[config.mk]
export PLATFORM = sky130hd
export DESIGN_NAME = dhcf_cfg_regs
export DESIGN_NICKNAME = d
export VERILOG_FILES = /design/src/sv/dhcf_pkg.sv /design/src/sv/dhcf_cfg_regs.sv
export SDC_FILE = /design/constraint.sdc
export NUM_CORES = 1
export LEC_CHECK = 0
export BUFFER_PORTS_ARGS = -buffer_cell sky130_fd_sc_hd__buf_2
export CAP_MARGIN = 10
export CORE_MARGIN = 8
export CORE_UTILIZATION = 32
export DETAILED_ROUTE_END_ITERATION = 16
export PLACE_DENSITY = 0.61
export SLEW_MARGIN = 20
export SYNTH_ARGS = -nofsm -noshare
export SYNTH_HDL_FRONTEND = slang
export SYNTH_SLANG_ARGS = --single-unit
export TNS_END_PERCENT = 100
[constraint.sdc]
create_clock -name i_clk -period 2.9 [get_ports i_clk]
set_input_delay 0.58 -clock i_clk [delete_from_list [all_inputs] [get_ports i_clk]]
set_output_delay 0.58 -clock i_clk [all_outputs]
set_load 0.1 [all_outputs]
[src/sv/dhcf_pkg.sv]
// Shared constants, codes and types of the detector hit calibration filter.
// Used by every module of the block; depends on nothing.
`default_nettype none

package dhcf_pkg;

    localparam int NUM_TELESCOPES_DEF = 1024;

    // Field widths of the stream items.
    localparam int TEL_W   = 10;
    localparam int RAW_W   = 16;
    localparam int TRIG_W  = 4;
    localparam int PAT_W   = 16;
    localparam int SEL_W   = 2;
    localparam int OFF_W   = 24;
    localparam int SAT_W   = 16;
    localparam int E_W     = 32;
    localparam int IN_DATA_W  = 152;
    localparam int OUT_DATA_W = 96;

    // Arithmetic widths.
    localparam int Q_W        = 32;           // quotient of (raw << 16) / gain
    localparam int DIV_STAGES = Q_W;          // one quotient bit per stage
    localparam int NUM_LANES  = 2;
    localparam int LANE_FAST  = 0;
    localparam int LANE_SLOW  = 1;
    localparam int CF_W       = 40;           // global factor times table factor
    localparam int MC_W       = 39;           // magnitude of that product
    localparam int MC_SPLIT   = 20;           // split point of that magnitude for the partial products
    localparam int PROD_W     = E_W + MC_W;
    localparam int Q_SH       = 16;
    localparam int QC_W       = PROD_W - Q_SH;

    // Configuration port.
    localparam int APB_ADDR_W = 5;
    localparam int APB_DATA_W = 32;
    localparam int REG_IDX_W  = APB_ADDR_W - 2;

    localparam logic [REG_IDX_W-1:0] REG_TRIG_MATCH = 3'd0;
    localparam logic [REG_IDX_W-1:0] REG_PAT_SEL    = 3'd1;
    localparam logic [REG_IDX_W-1:0] REG_TEL_MIN    = 3'd2;
    localparam logic [REG_IDX_W-1:0] REG_TEL_MAX    = 3'd3;
    localparam logic [REG_IDX_W-1:0] REG_GSLOW      = 3'd4;

    localparam logic signed [4:0] TRIG_MATCH_RST = -5'sd1;
    localparam logic [4:0]        PAT_SEL_RST    = 5'd0;
    localparam logic [TEL_W-1:0]  TEL_MIN_RST    = 10'd0;
    localparam logic [TEL_W-1:0]  TEL_MAX_RST    = 10'd1023;
    localparam logic [15:0]       GSLOW_RST      = 16'd256;

    // Item kinds and table selectors.
    localparam logic FUNC_HIT   = 1'b0;
    localparam logic FUNC_WRITE = 1'b1;

    localparam logic [SEL_W-1:0] SEL_FAST = 2'd0;
    localparam logic [SEL_W-1:0] SEL_SLOW = 2'd1;
    localparam logic [SEL_W-1:0] SEL_CORR = 2'd2;

    localparam logic [TRIG_W-1:0] TRIG_REQUIRED = 4'd1;

    localparam logic [RAW_W-1:0]        DEFAULT_GAIN   = 16'd2048;
    localparam logic signed [OFF_W-1:0] DEFAULT_OFFSET = 24'sd17408;
    localparam logic [SAT_W-1:0]        DEFAULT_SAT    = 16'd3530;

    localparam logic signed [E_W-1:0] E_MAX  = 32'sh7FFF_FFFF;
    localparam logic signed [E_W-1:0] E_MIN  = 32'sh8000_0000;
    localparam logic signed [E_W-1:0] E_NONE = -32'sd256;

    typedef struct packed {
        logic signed [4:0] trig_match;
        logic [4:0]        pat_sel;
        logic [TEL_W-1:0]  tel_min;
        logic [TEL_W-1:0]  tel_max;
        logic [15:0]       gslow;
    } t_cfg;

    typedef struct packed {
        logic [RAW_W-1:0]        gain;
        logic signed [OFF_W-1:0] offset;
    } t_cal;

    typedef struct packed {
        logic [SAT_W-1:0]        sat;
        logic signed [OFF_W-1:0] factor;
    } t_corr;

    typedef struct packed {
        logic       we_fast;
        logic       we_slow;
        logic       we_corr;
        t_cal       cal;
        t_corr      corr;
    } t_tbl_wr;

    typedef struct packed {
        logic [TEL_W-1:0] tel;
        logic [RAW_W-1:0] fast_high;
        logic [RAW_W-1:0] fast_low;
        logic [RAW_W-1:0] slow_high;
        logic [RAW_W-1:0] slow_low;
        logic [RAW_W-1:0] hit_time;
    } t_hit;

    // Everything a hit needs besides the two quotients.
    typedef struct packed {
        logic [TEL_W-1:0]        tel;
        logic [RAW_W-1:0]        hit_time;
        logic                    fast_hi_nz;
        logic                    fast_lo_nz;
        logic [RAW_W-1:0]        fast_lo;
        logic                    slow_hi_nz;
        logic                    slow_lo_nz;
        logic [RAW_W-1:0]        slow_lo;
        logic signed [OFF_W-1:0] fast_off;
        logic signed [OFF_W-1:0] slow_off;
        logic [SAT_W-1:0]        sat;
        logic signed [OFF_W-1:0] factor;
    } t_side;

endpackage

`default_nettype wire

[src/sv/dhcf_cfg_regs.sv]
// Configuration registers of the calibration filter behind an APB-style port.
// Depends on dhcf_pkg.
`default_nettype none

module dhcf_cfg_regs (
    input  wire                             i_clk,
    input  wire                             i_rst_n,
    input  wire                             psel,
    input  wire                             penable,
    input  wire                             pwrite,
    input  wire [dhcf_pkg::APB_ADDR_W-1:0]  paddr,
    input  wire [dhcf_pkg::APB_DATA_W-1:0]  pwdata,
    output logic [dhcf_pkg::APB_DATA_W-1:0] prdata,
    output logic                            pready,
    output dhcf_pkg::t_cfg                  o_cfg
);
    import dhcf_pkg::*;

    t_cfg                 r_cfg;
    logic [REG_IDX_W-1:0] idx;
    logic                 wr;

    assign idx    = paddr[APB_ADDR_W-1:2];
    assign pready = 1'b1;
    assign wr     = psel && penable && pwrite && pready;
    assign o_cfg  = r_cfg;

    always_ff @(posedge i_clk) begin
        if (!i_rst_n) begin
            r_cfg.trig_match <= TRIG_MATCH_RST;
            r_cfg.pat_sel    <= PAT_SEL_RST;
            r_cfg.tel_min    <= TEL_MIN_RST;
            r_cfg.tel_max    <= TEL_MAX_RST;
            r_cfg.gslow      <= GSLOW_RST;
        end else if (wr) begin
            case (idx)
                REG_TRIG_MATCH: r_cfg.trig_match <= $signed(pwdata[4:0]);
                REG_PAT_SEL:    r_cfg.pat_sel    <= pwdata[4:0];
                REG_TEL_MIN:    r_cfg.tel_min    <= pwdata[TEL_W-1:0];
                REG_TEL_MAX:    r_cfg.tel_max    <= pwdata[TEL_W-1:0];
                REG_GSLOW:      r_cfg.gslow      <= pwdata[15:0];
                default: begin
                end
            endcase
        end
    end

    always_comb begin
        case (idx)
            REG_TRIG_MATCH: prdata = APB_DATA_W'(r_cfg.trig_match);
            REG_PAT_SEL:    prdata = APB_DATA_W'(r_cfg.pat_sel);
            REG_TEL_MIN:    prdata = APB_DATA_W'(r_cfg.tel_min);
            REG_TEL_MAX:    prdata = APB_DATA_W'(r_cfg.tel_max);
            REG_GSLOW:      prdata = APB_DATA_W'(r_cfg.gslow);
            default:        prdata = '0;
        endcase
    end

endmodule

`default_nettype wire

==> flow_summary.json <==
{
  "critical_path.max_stage_delay_ns": 0.41,
  "grt-ovfl-total": 0,
  "io_pins": 121,
  "drt-wirelength-per-cell_microns": 16.35,
  "layout-drive-gt1-share": 0.4079,
  "yosysTopAreaCell": "dfxtp_1",
  "clockRootBuffer": "clkbuf_8",
  "dr.pass1.iters": 4,
  "start_util": 0.3281,
  "path_cells": "buf_2, or2_4, nor2_4, buf_4, buf_12",
  "synth_top_family_by_area": "compound AO/OA/AOI/OAI gates",
  "dieArea_sq_um": 10410,
  "netlist_area_sq_um": 2367,
  "maxSlewViolCount": 0,
  "yosysSeqAreaShare": 0.3890,
  "slowest_stage": "or2_4",
  "ctsHoldBuffers": 0,
  "coreArea_sq_um": 7214,
  "worstRegToRegCells": 2,
  "htreeDepth": 2,
  "hold_end": "o_cfg[30]$_SDFFE_PN0P_",
  "yosys_warnings": 0,
  "cts_resized": 0,
  "rsz0062_at_grt": "false",
  "synth_xor_area_frac": 0,
  "reg2reg_from": "o_cfg[21]$_SDFFE_PN1P_",
  "p_per_area_nw_per_um2": 445.4,
  "insertion_delay_ns": 0.29,
  "seq_area_sq_um": 922.1,
  "tightest_slew_ns": 0.6983,
  "grt_pass1_wl_mm": 11.47,
  "setup.worst_path.start": "paddr[2]",
  "synth_top_area_share": 0.3890,
  "largest_reg_flops": 46,
  "synth_mux_area_frac": 0.1707,
  "ys_dominant_reg_cell": "dfxtp_1",
  "grt_max_degree": 29,
  "antenna_found_initial": 0,
  "drt_iter0_markers": 92,
  "rows": 31,
  "cts_tree": "done",
  "routed_wl_mm": 7.390,
  "final_cells": 452,
  "cts.clk_slew.worst_paths_ns": 0.08,
  "synth_compound_area_frac": 0.1760,
  "synth.distinct_cells": 32,
  "route.vias.total": 2226,
  "finalHoldWorstSlack_ns": 0.4724,
  "cts_buffer_depth": 2,
  "p_total_mw": 1.540,
  "synth_nets": 313,
  "rrSetupSlack_ns": 2.22,
  "status": "finished, final reports clean",
  "period_needed_ns": 2.536,
  "synth-edff-count": 0,
  "relSlewSlack": 0.5333,
  "finalSetupViolations": 0,
  "clock.fmax_mhz": 394.3,
  "synth-seq-cells": 46,
  "viasPerCell": 4.925,
  "clock-sinks": 46,
  "syn_avg_cell_area_sq_um": 8.735,
  "critPathLaunchType": "input pin",
  "dp_hpwl_mm": 5.626,
  "routabilityCongestion": 0.8424,
  "synthTopCellsByArea": "dfxtp_1 39%, mux2i_1 16%, nand2_1 8.7%",
  "synth-adder-area-share": 0,
  "criticalPathCategory": "in2out",
  "cts_setup_buffers": 0,
  "die_y_microns": 102.0,
  "area_growth_pct": 46.04,
  "p_leak_nw": 1.418,
  "worst_ep_required_time_ns": 2.32,
  "ir_worst_vdd_uv": 321.2,
  "holdCritStartpoint": "o_cfg[30]$_SDFFE_PN0P_",
  "cap_violations": 0,
  "place_area_sq_um": 3352,
  "hp-class": "reg2reg",
  "layout_common_cells": "74 x buf_2, 55 x nand2_1, 45 x dfxtp_1",
  "end_kind": "output port",
  "synthArstFlopShare": 0,
  "multiInputGateArea_sq_um": 1275,
  "skew_ns": 0,
  "min_period_over_period": 0.8745,
  "postRouteAntennaNets": 0,
  "worstReg2RegEnd": "o_cfg[21]$_SDFFE_PN1P_",
  "port_buffers": 101,
  "fill_cells": 694,
  "worst-path-max-fanout": 20,
  "first_global_vias": 2206,
  "die_x_microns": 102.0,
  "hold_depth": 2,
  "fin_nets": 394,
  "postLayoutCellArea_sq_um": 3457,
  "synthCells": 271,
  "drcViolationCount": 0,
  "synth-simple-area-share": 0.1469,
  "arrival_ns": 1.96,
  "gr-usage-all-layers": 0.1406,
  "cts_buffers": 5,
  "hold_viol_final": 0,
  "dpl.cell_count": 444,
  "insertedDiodeCount": 0,
  "mostFrequentLayoutCell": "buf_2"
}
==> Yosys cell counts, types with 3 or more instances <==
cell type   n
o21ai_1    16
o22ai_1     8
inv_1      10
a21oi_1    12
buf_2       3
mux2_1      3
dfxtp_1    46
mux2i_1    37
buf_6       3
buf_4      18
a22oi_1     6
o211ai_1    5
o311ai_1   11
nor2b_1     5
nand2_1    55
clkbuf_1   12
==> through the flow <==
| stage | util | setup WS, ns | setup TNS [ns] |
|---|---|---|---|
| 2_1_floorplan | - | -0.1881 | -1.007 |
| 3_5_place_dp | 0.4646 | 0.3512 | 0 |
| 6_report | 0.4792 | 0.3641 | 0 |
| 4_1_cts | 0.4792 | 0.3499 | 0 |
| 5_1_grt | 0.4792 | 0.3116 | 0 |
| 3_3_place_gp | 0.4646 | 0.3415 | 0 |
==> where the power goes <==
group	internal [mW]	total, mW	switching, mW
Sequential	0.637	0.642	0.00466
Clock	0.219	0.437	0.219
Combinational	0.129	0.461	0.332
Total	0.984	1.54	0.556
==> worst max-delay path, delay by kind of cell <==
family,cells,cell delay (ns)
buffers and inverters,3,0.83
AND/OR/NAND/NOR,2,0.52
==> kinds of logic (layout without fill, tap and decap cells) <==
kind of cell,after synthesis,after routing
and+or+nand+nor,72,72
AOI/OAI and AO/OA,64,64
DFF,46,46
other,1,1
buffers and inverters,48,130
muxes,40,40
==> worst max-delay path by stage <==
stage,end,slack (ns),cells past startpoint
3_3_place_gp,prdata[18],0.34,5
4_1_cts,prdata[16],0.35,5
2_1_floorplan,prdata[17],-0.19,6
5_1_grt,prdata[16],0.31,5
3_5_place_dp,prdata[16],0.35,5
6_report,prdata[16],0.36,5
==> final cells by class <==
class	instances	share of cell area
tap	99	0.03583
multi-input combinational	177	0.3688
inverter	10	0.01086
timing repair buffer	112	0.2874
sequential	46	0.2667
clock buffer	7	0.02787
clock inverter	1	0.002533
==> layer usage <==
metal	wire length, microns	track usage	vias to the layer above
met5	0	0	-
met4	79	0.04628	0
met3	684	0.04360	6
met2	3371	0.2209	90
met1	3255	0.1778	1034
li1	-	-	1096
No activity file was read; power rests on OpenSTA's default activity.
