## src/sv/dhcf_pkg.sv

```systemverilog
// Shared constants, codes and types of the detector hit calibration filter.
// Used by every module of the block; depends on nothing.
`default_nettype none

package dhcf_pkg;

    localparam int NUM_TELESCOPES_DEF = 1024;

    // Field widths of the stream items.
    localparam int TEL_W   = 10;
    localparam int RAW_W   = 16;
    localparam int TRIG_W  = 4;
    localparam int PAT_W   = 16;
    localparam int SEL_W   = 2;
    localparam int OFF_W   = 24;
    localparam int SAT_W   = 16;
    localparam int E_W     = 32;
    localparam int IN_DATA_W  = 152;
    localparam int OUT_DATA_W = 96;

    // Arithmetic widths.
    localparam int Q_W        = 32;           // quotient of (raw << 16) / gain
    localparam int DIV_STAGES = Q_W;          // one quotient bit per stage
    localparam int NUM_LANES  = 2;
    localparam int LANE_FAST  = 0;
    localparam int LANE_SLOW  = 1;
    localparam int CF_W       = 40;           // global factor times table factor
    localparam int MC_W       = 39;           // magnitude of that product
    localparam int MC_SPLIT   = 20;           // split point of that magnitude for the partial products
    localparam int PROD_W     = E_W + MC_W;
    localparam int Q_SH       = 16;
    localparam int QC_W       = PROD_W - Q_SH;

    // Configuration port.
    localparam int APB_ADDR_W = 5;
    localparam int APB_DATA_W = 32;
    localparam int REG_IDX_W  = APB_ADDR_W - 2;

    localparam logic [REG_IDX_W-1:0] REG_TRIG_MATCH = 3'd0;
    localparam logic [REG_IDX_W-1:0] REG_PAT_SEL    = 3'd1;
    localparam logic [REG_IDX_W-1:0] REG_TEL_MIN    = 3'd2;
    localparam logic [REG_IDX_W-1:0] REG_TEL_MAX    = 3'd3;
    localparam logic [REG_IDX_W-1:0] REG_GSLOW      = 3'd4;

    localparam logic signed [4:0] TRIG_MATCH_RST = -5'sd1;
    localparam logic [4:0]        PAT_SEL_RST    = 5'd0;
    localparam logic [TEL_W-1:0]  TEL_MIN_RST    = 10'd0;
    localparam logic [TEL_W-1:0]  TEL_MAX_RST    = 10'd1023;
    localparam logic [15:0]       GSLOW_RST      = 16'd256;

    // Item kinds and table selectors.
    localparam logic FUNC_HIT   = 1'b0;
    localparam logic FUNC_WRITE = 1'b1;

    localparam logic [SEL_W-1:0] SEL_FAST = 2'd0;
    localparam logic [SEL_W-1:0] SEL_SLOW = 2'd1;
    localparam logic [SEL_W-1:0] SEL_CORR = 2'd2;

    localparam logic [TRIG_W-1:0] TRIG_REQUIRED = 4'd1;

    localparam logic [RAW_W-1:0]        DEFAULT_GAIN   = 16'd2048;
    localparam logic signed [OFF_W-1:0] DEFAULT_OFFSET = 24'sd17408;
    localparam logic [SAT_W-1:0]        DEFAULT_SAT    = 16'd3530;

    localparam logic signed [E_W-1:0] E_MAX  = 32'sh7FFF_FFFF;
    localparam logic signed [E_W-1:0] E_MIN  = 32'sh8000_0000;
    localparam logic signed [E_W-1:0] E_NONE = -32'sd256;

    typedef struct packed {
        logic signed [4:0] trig_match;
        logic [4:0]        pat_sel;
        logic [TEL_W-1:0]  tel_min;
        logic [TEL_W-1:0]  tel_max;
        logic [15:0]       gslow;
    } t_cfg;

    typedef struct packed {
        logic [RAW_W-1:0]        gain;
        logic signed [OFF_W-1:0] offset;
    } t_cal;

    typedef struct packed {
        logic [SAT_W-1:0]        sat;
        logic signed [OFF_W-1:0] factor;
    } t_corr;

    typedef struct packed {
        logic       we_fast;
        logic       we_slow;
        logic       we_corr;
        t_cal       cal;
        t_corr      corr;
    } t_tbl_wr;

    typedef struct packed {
        logic [TEL_W-1:0] tel;
        logic [RAW_W-1:0] fast_high;
        logic [RAW_W-1:0] fast_low;
        logic [RAW_W-1:0] slow_high;
        logic [RAW_W-1:0] slow_low;
        logic [RAW_W-1:0] hit_time;
    } t_hit;

    // Everything a hit needs besides the two quotients.
    typedef struct packed {
        logic [TEL_W-1:0]        tel;
        logic [RAW_W-1:0]        hit_time;
        logic                    fast_hi_nz;
        logic                    fast_lo_nz;
        logic [RAW_W-1:0]        fast_lo;
        logic                    slow_hi_nz;
        logic                    slow_lo_nz;
        logic [RAW_W-1:0]        slow_lo;
        logic signed [OFF_W-1:0] fast_off;
        logic signed [OFF_W-1:0] slow_off;
        logic [SAT_W-1:0]        sat;
        logic signed [OFF_W-1:0] factor;
    } t_side;

endpackage

`default_nettype wire

```

## src/sv/dhcf_post.sv

```systemverilog
// Energy assembly, saturation check and slow correction after the divider:
// four register stages, with the final selection left to the output register.
// Depends on dhcf_pkg.
`default_nettype none

module dhcf_post (
    input  wire                                               i_clk,
    input  wire                                               i_rst_n,
    input  wire                                               i_adv,
    input  wire                                               i_valid,
    input  wire [dhcf_pkg::NUM_LANES-1:0][dhcf_pkg::Q_W-1:0]  i_quo,
    input  dhcf_pkg::t_side                                   i_side,
    input  wire [15:0]                                        i_gslow,
    output logic                                              o_pending,
    output logic                                              o_emit,
    output logic [dhcf_pkg::TEL_W-1:0]                        o_tel,
    output logic [dhcf_pkg::E_W-1:0]                          o_fast,
    output logic [dhcf_pkg::E_W-1:0]                          o_slow,
    output logic [dhcf_pkg::RAW_W-1:0]                        o_time
);
    import dhcf_pkg::*;

    function automatic logic signed [E_W-1:0] f_calib(
        input logic [Q_W-1:0]        quo,
        input logic signed [OFF_W-1:0] off,
        input logic                  hi_nz,
        input logic                  lo_nz,
        input logic [RAW_W-1:0]      lo
    );
        logic [Q_W-2:0]        qs;
        logic signed [E_W:0]   sum;
        logic signed [E_W-1:0] res;
        qs  = quo[Q_W-1] ? '1 : quo[Q_W-2:0];
        sum = $signed({2'b00, qs}) + (E_W+1)'(off);
        if (hi_nz) begin
            // The offset is at least -2^23, so only the positive side can overflow.
            res = (!sum[E_W] && sum[E_W-1]) ? E_MAX : sum[E_W-1:0];
        end else if (lo_nz) begin
            res = E_W'({lo, 8'b0});
        end else begin
            res = E_NONE;
        end
        return res;
    endfunction

    // Stage 1: calibrated energies and the combined correction factor.
    logic                    r_p1_valid;
    logic [TEL_W-1:0]        r_p1_tel;
    logic [RAW_W-1:0]        r_p1_time;
    logic signed [E_W-1:0]   r_p1_fast;
    logic signed [E_W-1:0]   r_p1_slow;
    logic [SAT_W-1:0]        r_p1_sat;
    logic signed [CF_W-1:0]  r_p1_cf;
    logic signed [CF_W:0]    cf_full;

    // Stage 2: magnitudes and signs.
    logic                    r_p2_valid;
    logic [TEL_W-1:0]        r_p2_tel;
    logic [RAW_W-1:0]        r_p2_time;
    logic signed [E_W-1:0]   r_p2_fast;
    logic signed [E_W-1:0]   r_p2_slow;
    logic                    r_p2_corr;
    logic                    r_p2_neg;
    logic [E_W-1:0]          r_p2_ms;
    logic [MC_W-1:0]         r_p2_mc;
    logic [CF_W-1:0]         mc_full;

    // Stage 3: two partial products.
    logic                           r_p3_valid;
    logic [TEL_W-1:0]               r_p3_tel;
    logic [RAW_W-1:0]               r_p3_time;
    logic signed [E_W-1:0]          r_p3_fast;
    logic signed [E_W-1:0]          r_p3_slow;
    logic                           r_p3_corr;
    logic                           r_p3_neg;
    logic [E_W+MC_SPLIT-1:0]        r_p3_pp_lo;
    logic [E_W+MC_W-MC_SPLIT-1:0]   r_p3_pp_hi;

    // Stage 4: scaled product.
    logic                    r_p4_valid;
    logic [TEL_W-1:0]        r_p4_tel;
    logic [RAW_W-1:0]        r_p4_time;
    logic signed [E_W-1:0]   r_p4_fast;
    logic signed [E_W-1:0]   r_p4_slow;
    logic                    r_p4_corr;
    logic                    r_p4_neg;
    logic [QC_W-1:0]         r_p4_q;
    logic [PROD_W-1:0]       prod;

    logic                    big_pos;
    logic                    big_neg;
    logic signed [E_W-1:0]   corr_val;
    logic signed [E_W-1:0]   slow_fin;

    assign cf_full = $signed({1'b0, i_gslow}) * i_side.factor;
    assign mc_full = r_p1_cf[CF_W-1] ? (~r_p1_cf + 1'b1) : r_p1_cf;
    assign prod    = {r_p3_pp_hi, {MC_SPLIT{1'b0}}} + PROD_W'(r_p3_pp_lo);

    always_ff @(posedge i_clk) begin
        if (!i_rst_n) begin
            r_p1_valid <= 1'b0;
            r_p2_valid <= 1'b0;
            r_p3_valid <= 1'b0;
            r_p4_valid <= 1'b0;
        end else if (i_adv) begin
            r_p1_valid <= i_valid;
            r_p2_valid <= r_p1_valid;
            r_p3_valid <= r_p2_valid;
            r_p4_valid <= r_p3_valid;
        end
    end

    always_ff @(posedge i_clk) begin
        if (i_adv) begin
            r_p1_tel  <= i_side.tel;
            r_p1_time <= i_side.hit_time;
            r_p1_fast <= f_calib(i_quo[LANE_FAST], i_side.fast_off, i_side.fast_hi_nz,
                                 i_side.fast_lo_nz, i_side.fast_lo);
            r_p1_slow <= f_calib(i_quo[LANE_SLOW], i_side.slow_off, i_side.slow_hi_nz,
                                 i_side.slow_lo_nz, i_side.slow_lo);
            r_p1_sat  <= i_side.sat;
            r_p1_cf   <= cf_full[CF_W-1:0];

            r_p2_tel  <= r_p1_tel;
            r_p2_time <= r_p1_time;
            r_p2_fast <= r_p1_fast;
            r_p2_slow <= r_p1_slow;
            r_p2_corr <= (r_p1_slow < $signed({8'b0, r_p1_sat, 8'b0}));
            r_p2_neg  <= r_p1_slow[E_W-1] ^ r_p1_cf[CF_W-1];
            r_p2_ms   <= r_p1_slow[E_W-1] ? (~r_p1_slow + 1'b1) : r_p1_slow;
            r_p2_mc   <= mc_full[MC_W-1:0];

            r_p3_tel   <= r_p2_tel;
            r_p3_time  <= r_p2_time;
            r_p3_fast  <= r_p2_fast;
            r_p3_slow  <= r_p2_slow;
            r_p3_corr  <= r_p2_corr;
            r_p3_neg   <= r_p2_neg;
            r_p3_pp_lo <= r_p2_ms * r_p2_mc[MC_SPLIT-1:0];
            r_p3_pp_hi <= r_p2_ms * r_p2_mc[MC_W-1:MC_SPLIT];

            r_p4_tel  <= r_p3_tel;
            r_p4_time <= r_p3_time;
            r_p4_fast <= r_p3_fast;
            r_p4_slow <= r_p3_slow;
            r_p4_corr <= r_p3_corr;
            r_p4_neg  <= r_p3_neg;
            r_p4_q    <= prod[PROD_W-1:Q_SH];
        end
    end

    // The corrected magnitude saturates at 2^31 on the negative side, 2^31-1 otherwise.
    assign big_pos = |r_p4_q[QC_W-1:E_W-1];
    assign big_neg = (|r_p4_q[QC_W-1:E_W]) || (r_p4_q[E_W-1] && (|r_p4_q[E_W-2:0]));

    always_comb begin
        if (r_p4_neg) begin
            corr_val = big_neg ? E_MIN : $signed(~r_p4_q[E_W-1:0] + 1'b1);
        end else begin
            corr_val = big_pos ? E_MAX : $signed(r_p4_q[E_W-1:0]);
        end
        slow_fin = r_p4_corr ? corr_val : r_p4_slow;
    end

    assign o_pending = r_p4_valid;
    assign o_emit    = r_p4_valid && (slow_fin > 0) && (r_p4_fast > 0);
    assign o_tel     = r_p4_tel;
    assign o_fast    = r_p4_fast;
    assign o_slow    = slow_fin;
    assign o_time    = r_p4_time;

endmodule

`default_nettype wire

```

## config.mk

```make
export PLATFORM = sky130hd
export DESIGN_NAME = dhcf_post
export DESIGN_NICKNAME = d
export VERILOG_FILES = /design/src/sv/dhcf_pkg.sv /design/src/sv/dhcf_post.sv
export SDC_FILE = /design/constraint.sdc
export NUM_CORES = 2
export LEC_CHECK = 0
export ABC_CLOCK_PERIOD_IN_PS = 6900
export BUFFER_PORTS_ARGS = -buffer_cell sky130_fd_sc_hd__clkbuf_2
export CORE_AREA = 5 5 526 320
export DETAILED_ROUTE_END_ITERATION = 6
export DIE_AREA = 0 0 531 325
export GPL_ROUTABILITY_DRIVEN = 0
export MAX_ROUTING_LAYER = met4
export PLACE_DENSITY = 0.69
export SLEW_MARGIN = 20
export SYNTH_ARGS = -nofsm -noshare
export SYNTH_HDL_FRONTEND = slang
export SYNTH_SLANG_ARGS = --single-unit
```

## constraint.sdc

```tcl
create_clock -name i_clk -period 6.9 [get_ports i_clk]
set_clock_uncertainty 0.1 [all_clocks]
set_input_delay 0.345 -clock i_clk [delete_from_list [all_inputs] [get_ports i_clk]]
set_output_delay 0.345 -clock i_clk [all_outputs]
set_load 0.01 [all_outputs]
```

==> results_dict.tcl <==
set metrics [dict create \
    pre_cts_ws_ps -758.0 \
    synth_ff_type "edfxtp_1" \
    clock-sinks 638 \
    final-max-slew-violation-count 0 \
    dieArea_sq_um 172600 \
    synthToLayoutAreaGrowth_pct 16.74 \
    netlist_instances 8028 \
    drc 0 \
    portBuffers 325 \
    status "finished with violations" \
    synth_nets 10189 \
    setup.worst_path.class "reg2reg" \
    path_clk_slew_ps 80 \
    violations "setup timing" \
    tightest_slew_ps 1175 \
    ys_warn_count 0 \
    wl_per_cell_um 21.57 \
    synth_area_sq_um 80870 \
    route.met3.wl_um 34830 \
    antenna_found_initial 8 \
    ctsLongestPathBuffers 3 \
    critPathMaxStageDelay_ps 580 \
    period_share_pct 107.0 \
    ys_seq_area_share_pct 23.64 \
    grt_pass1_vias 63190 \
    ys_ff_latch 638 \
    drt-pass1-iter-count 6 \
    end_kind "flop" \
    timing.final.ws_setup_ps -480.6 \
    start_kind "flop" \
    finalSetupTns_ps -8656 \
    clk_latency_ps 740 \
    gr-total-overflow 0 \
    routed_wl_um 236400 \
    drt-vias-per-instance 5.480 \
    path_buf_inv 7 \
    timing.fmax_mhz 135.5 \
    numCtsBuffers 69 \
    drive_above_1_share_pct 15.60 \
    grt_usage_pct 28.45 \
    pin_count 326 \
    final_net_count 10889 \
    fillers 13427 \
    die_y_um 325 \
    required_ps 7270 \
    cts_tree "done" \
    dr_wl_met2_um 95390 \
    cts_max_level 3 \
    route.top_layer_used "met4" \
    async_flop_share_pct 0 \
    worstPathMaxFanout 12 \
    setup_viol 34 \
    rsz0062_at_grt "true" \
    arrival_ps 7750 \
    hp-class "in2reg" \
    place_hpwl_um 189400 \
    dr_total_vias 60038 \
    drtAntennaViolNets 0 \
    drtIter0Drc 6404 \
    relSlewSlack_pct 21.07 \
    start_util_pct 49.65 \
    slowest_stage "fa_1" \
    synth_cell_types 80 \
    wirelength_met1_um 101600 \
    hold_slack_ps 49.73 \
    fp.dieW_um 531 \
    cp_common_cell "fa_1" \
    hold_viol 0 \
    grt_max_degree 185 \
    num_rows 115 \
    cap_violations 0 \
    grt_pass1_wl_um 368300 \
    synth_edf_count 634 \
    core_sq_um 162900 \
    cts_root_buf "clkbuf_16" \
    synth_area_per_cell_sq_um 10.07 \
    cpLargestDelayFamily "adder cells" \
    fin_crit_ps 7381 \
]
[layout make-up]
class / count / area [sq um] / area share (%)
multi-input cells: 5407 / 55810 / 59.12
flip-flops and latches: 638 / 19120 / 20.25
repair buffers: 982 / 8170 / 8.654
inverters: 1630 / 6118 / 6.481
well taps: 2164 / 2708 / 2.868
clock buffers: 79 / 1764 / 1.869
clock inverters: 47 / 696.9 / 0.7382
diodes: 9 / 22.52 / 0.02386
[synthesized netlist by cell type (all sizes together), types with 12 or more instances]
cell	number	area [sq um]
or4	23	191.4
a211oi	27	202.7
or3	34	217.7
a21oi	214	1071
o21ai	132	660.6
o211ai	19	142.6
nand2b	27	168.9
or2	71	444.2
nand4	30	187.7
xnor2	215	1883
and3	36	225.2
fa	1419	28410
a31oi	17	106.4
o21a	24	180.2
nand2	1118	4197
edfxtp	634	19040
o22a	20	175.2
inv	1629	6115
nor2b	27	168.9
nor2	183	694.4
o21bai	24	180.2
and2	685	4285
ha	508	6356
a21boi	12	90.09
nand3	55	280.3
nor4	34	212.7
nor3	66	330.3
o41ai	14	141.4
a21o	110	825.8
clkbuf	347	1303
o31ai	38	295.3
xor2	73	639.4
[sequential cells by signal (all words and copies together) (netlist names), 32 cells and up]
name / cells
o_fast: 32
r_p1_cf: 40
r_p1_fast: 32
r_p1_slow: 32
r_p2_fast: 32
r_p2_mc: 39
r_p2_slow: 32
r_p3_fast: 32
r_p3_pp_hi: 51
r_p3_pp_lo: 36
r_p3_slow: 32
r_p4_q: 55
r_p4_slow: 32
[repair_timing]
item                                    CTS  global route
gates resized for setup                 229           179
buffers inserted                         39            32
gates cloned                              4             3
pin swaps                               127           116
hold buffers                             79             0
endpoints found under the setup margin   43            46
hold endpoints to repair                 84             0
[metrics by stage]
stage	cells	util, %	cell area, sq um
after floorplan	8028	-	80920
after global placement	10678	54.47	88730
after detailed placement	10678	54.47	88730
after CTS	10923	57.35	93400
after global routing	10954	57.96	94400
final	10956	57.96	94410
[tightest hold or removal path, delay by kind of cell]
| family | cells | cell delay, ps |
|---|---|---|
| fa+ha+maj | 1 | 170 |
| compound gates | 1 | 60 |
| simple gates | 1 | 50 |
| buf+inv | 1 | 120 |
[path summary, 6_finish.rpt]
| check | cells after the start | slack [ps] | startpoint | end |
|---|---|---|---|---|
| worst max register to register | 26 | -480 | r_p2_ms[9] | r_p3_pp_lo[50] |
| worst min-delay path | 4 | 50 | i_side[65] | r_p1_fast[1] |
| worst min register to register | 0 | 260 | r_p2_time[15] | r_p3_time[15] |
| worst max-delay path | 26 | -480 | r_p2_ms[9] | r_p3_pp_lo[50] |
[layer usage]
metal  up-vias  GRT usage, %
met5         -             -
met4         0         5.446
met3       329         11.82
met2      3137         37.88
met1     30201         40.81
li1      26371             -
[placed cells by master (no fill, tap or decap), drive strengths merged, types with 30 or more instances in the layout]
master / Yosys / final
or2: 71 / 71
fa: 1419 / 1419
inv: 1629 / 1638
nor3: 66 / 66
or3: 34 / 34
xor2: 73 / 73
nor2: 183 / 183
o21ai: 132 / 132
nand3: 55 / 55
buf: 6 / 576
ha: 508 / 508
nor4: 34 / 34
o31ai: 38 / 38
a21oi: 214 / 214
nand2: 1118 / 1118
nand4: 30 / 30
xnor2: 215 / 215
a21o: 110 / 110
and2: 685 / 685
and3: 36 / 36
edfxtp: 634 / 634
dlygate4sd3: 0 / 79
clkbuf: 347 / 406
[cells by family after synthesis]
family | count (synthesis) | synth area share, %
buf+inv | 1983 | 9.204
flops | 638 | 23.64
xor+xnor | 288 | 3.119
compound gates | 768 | 6.318
simple gates | 2414 | 14.60
fa+ha+maj | 1927 | 42.99
mux | 10 | 0.1284
Power is not shown: default switching activity piles up to over one toggle a cycle in this logic, so the estimate is an artifact.
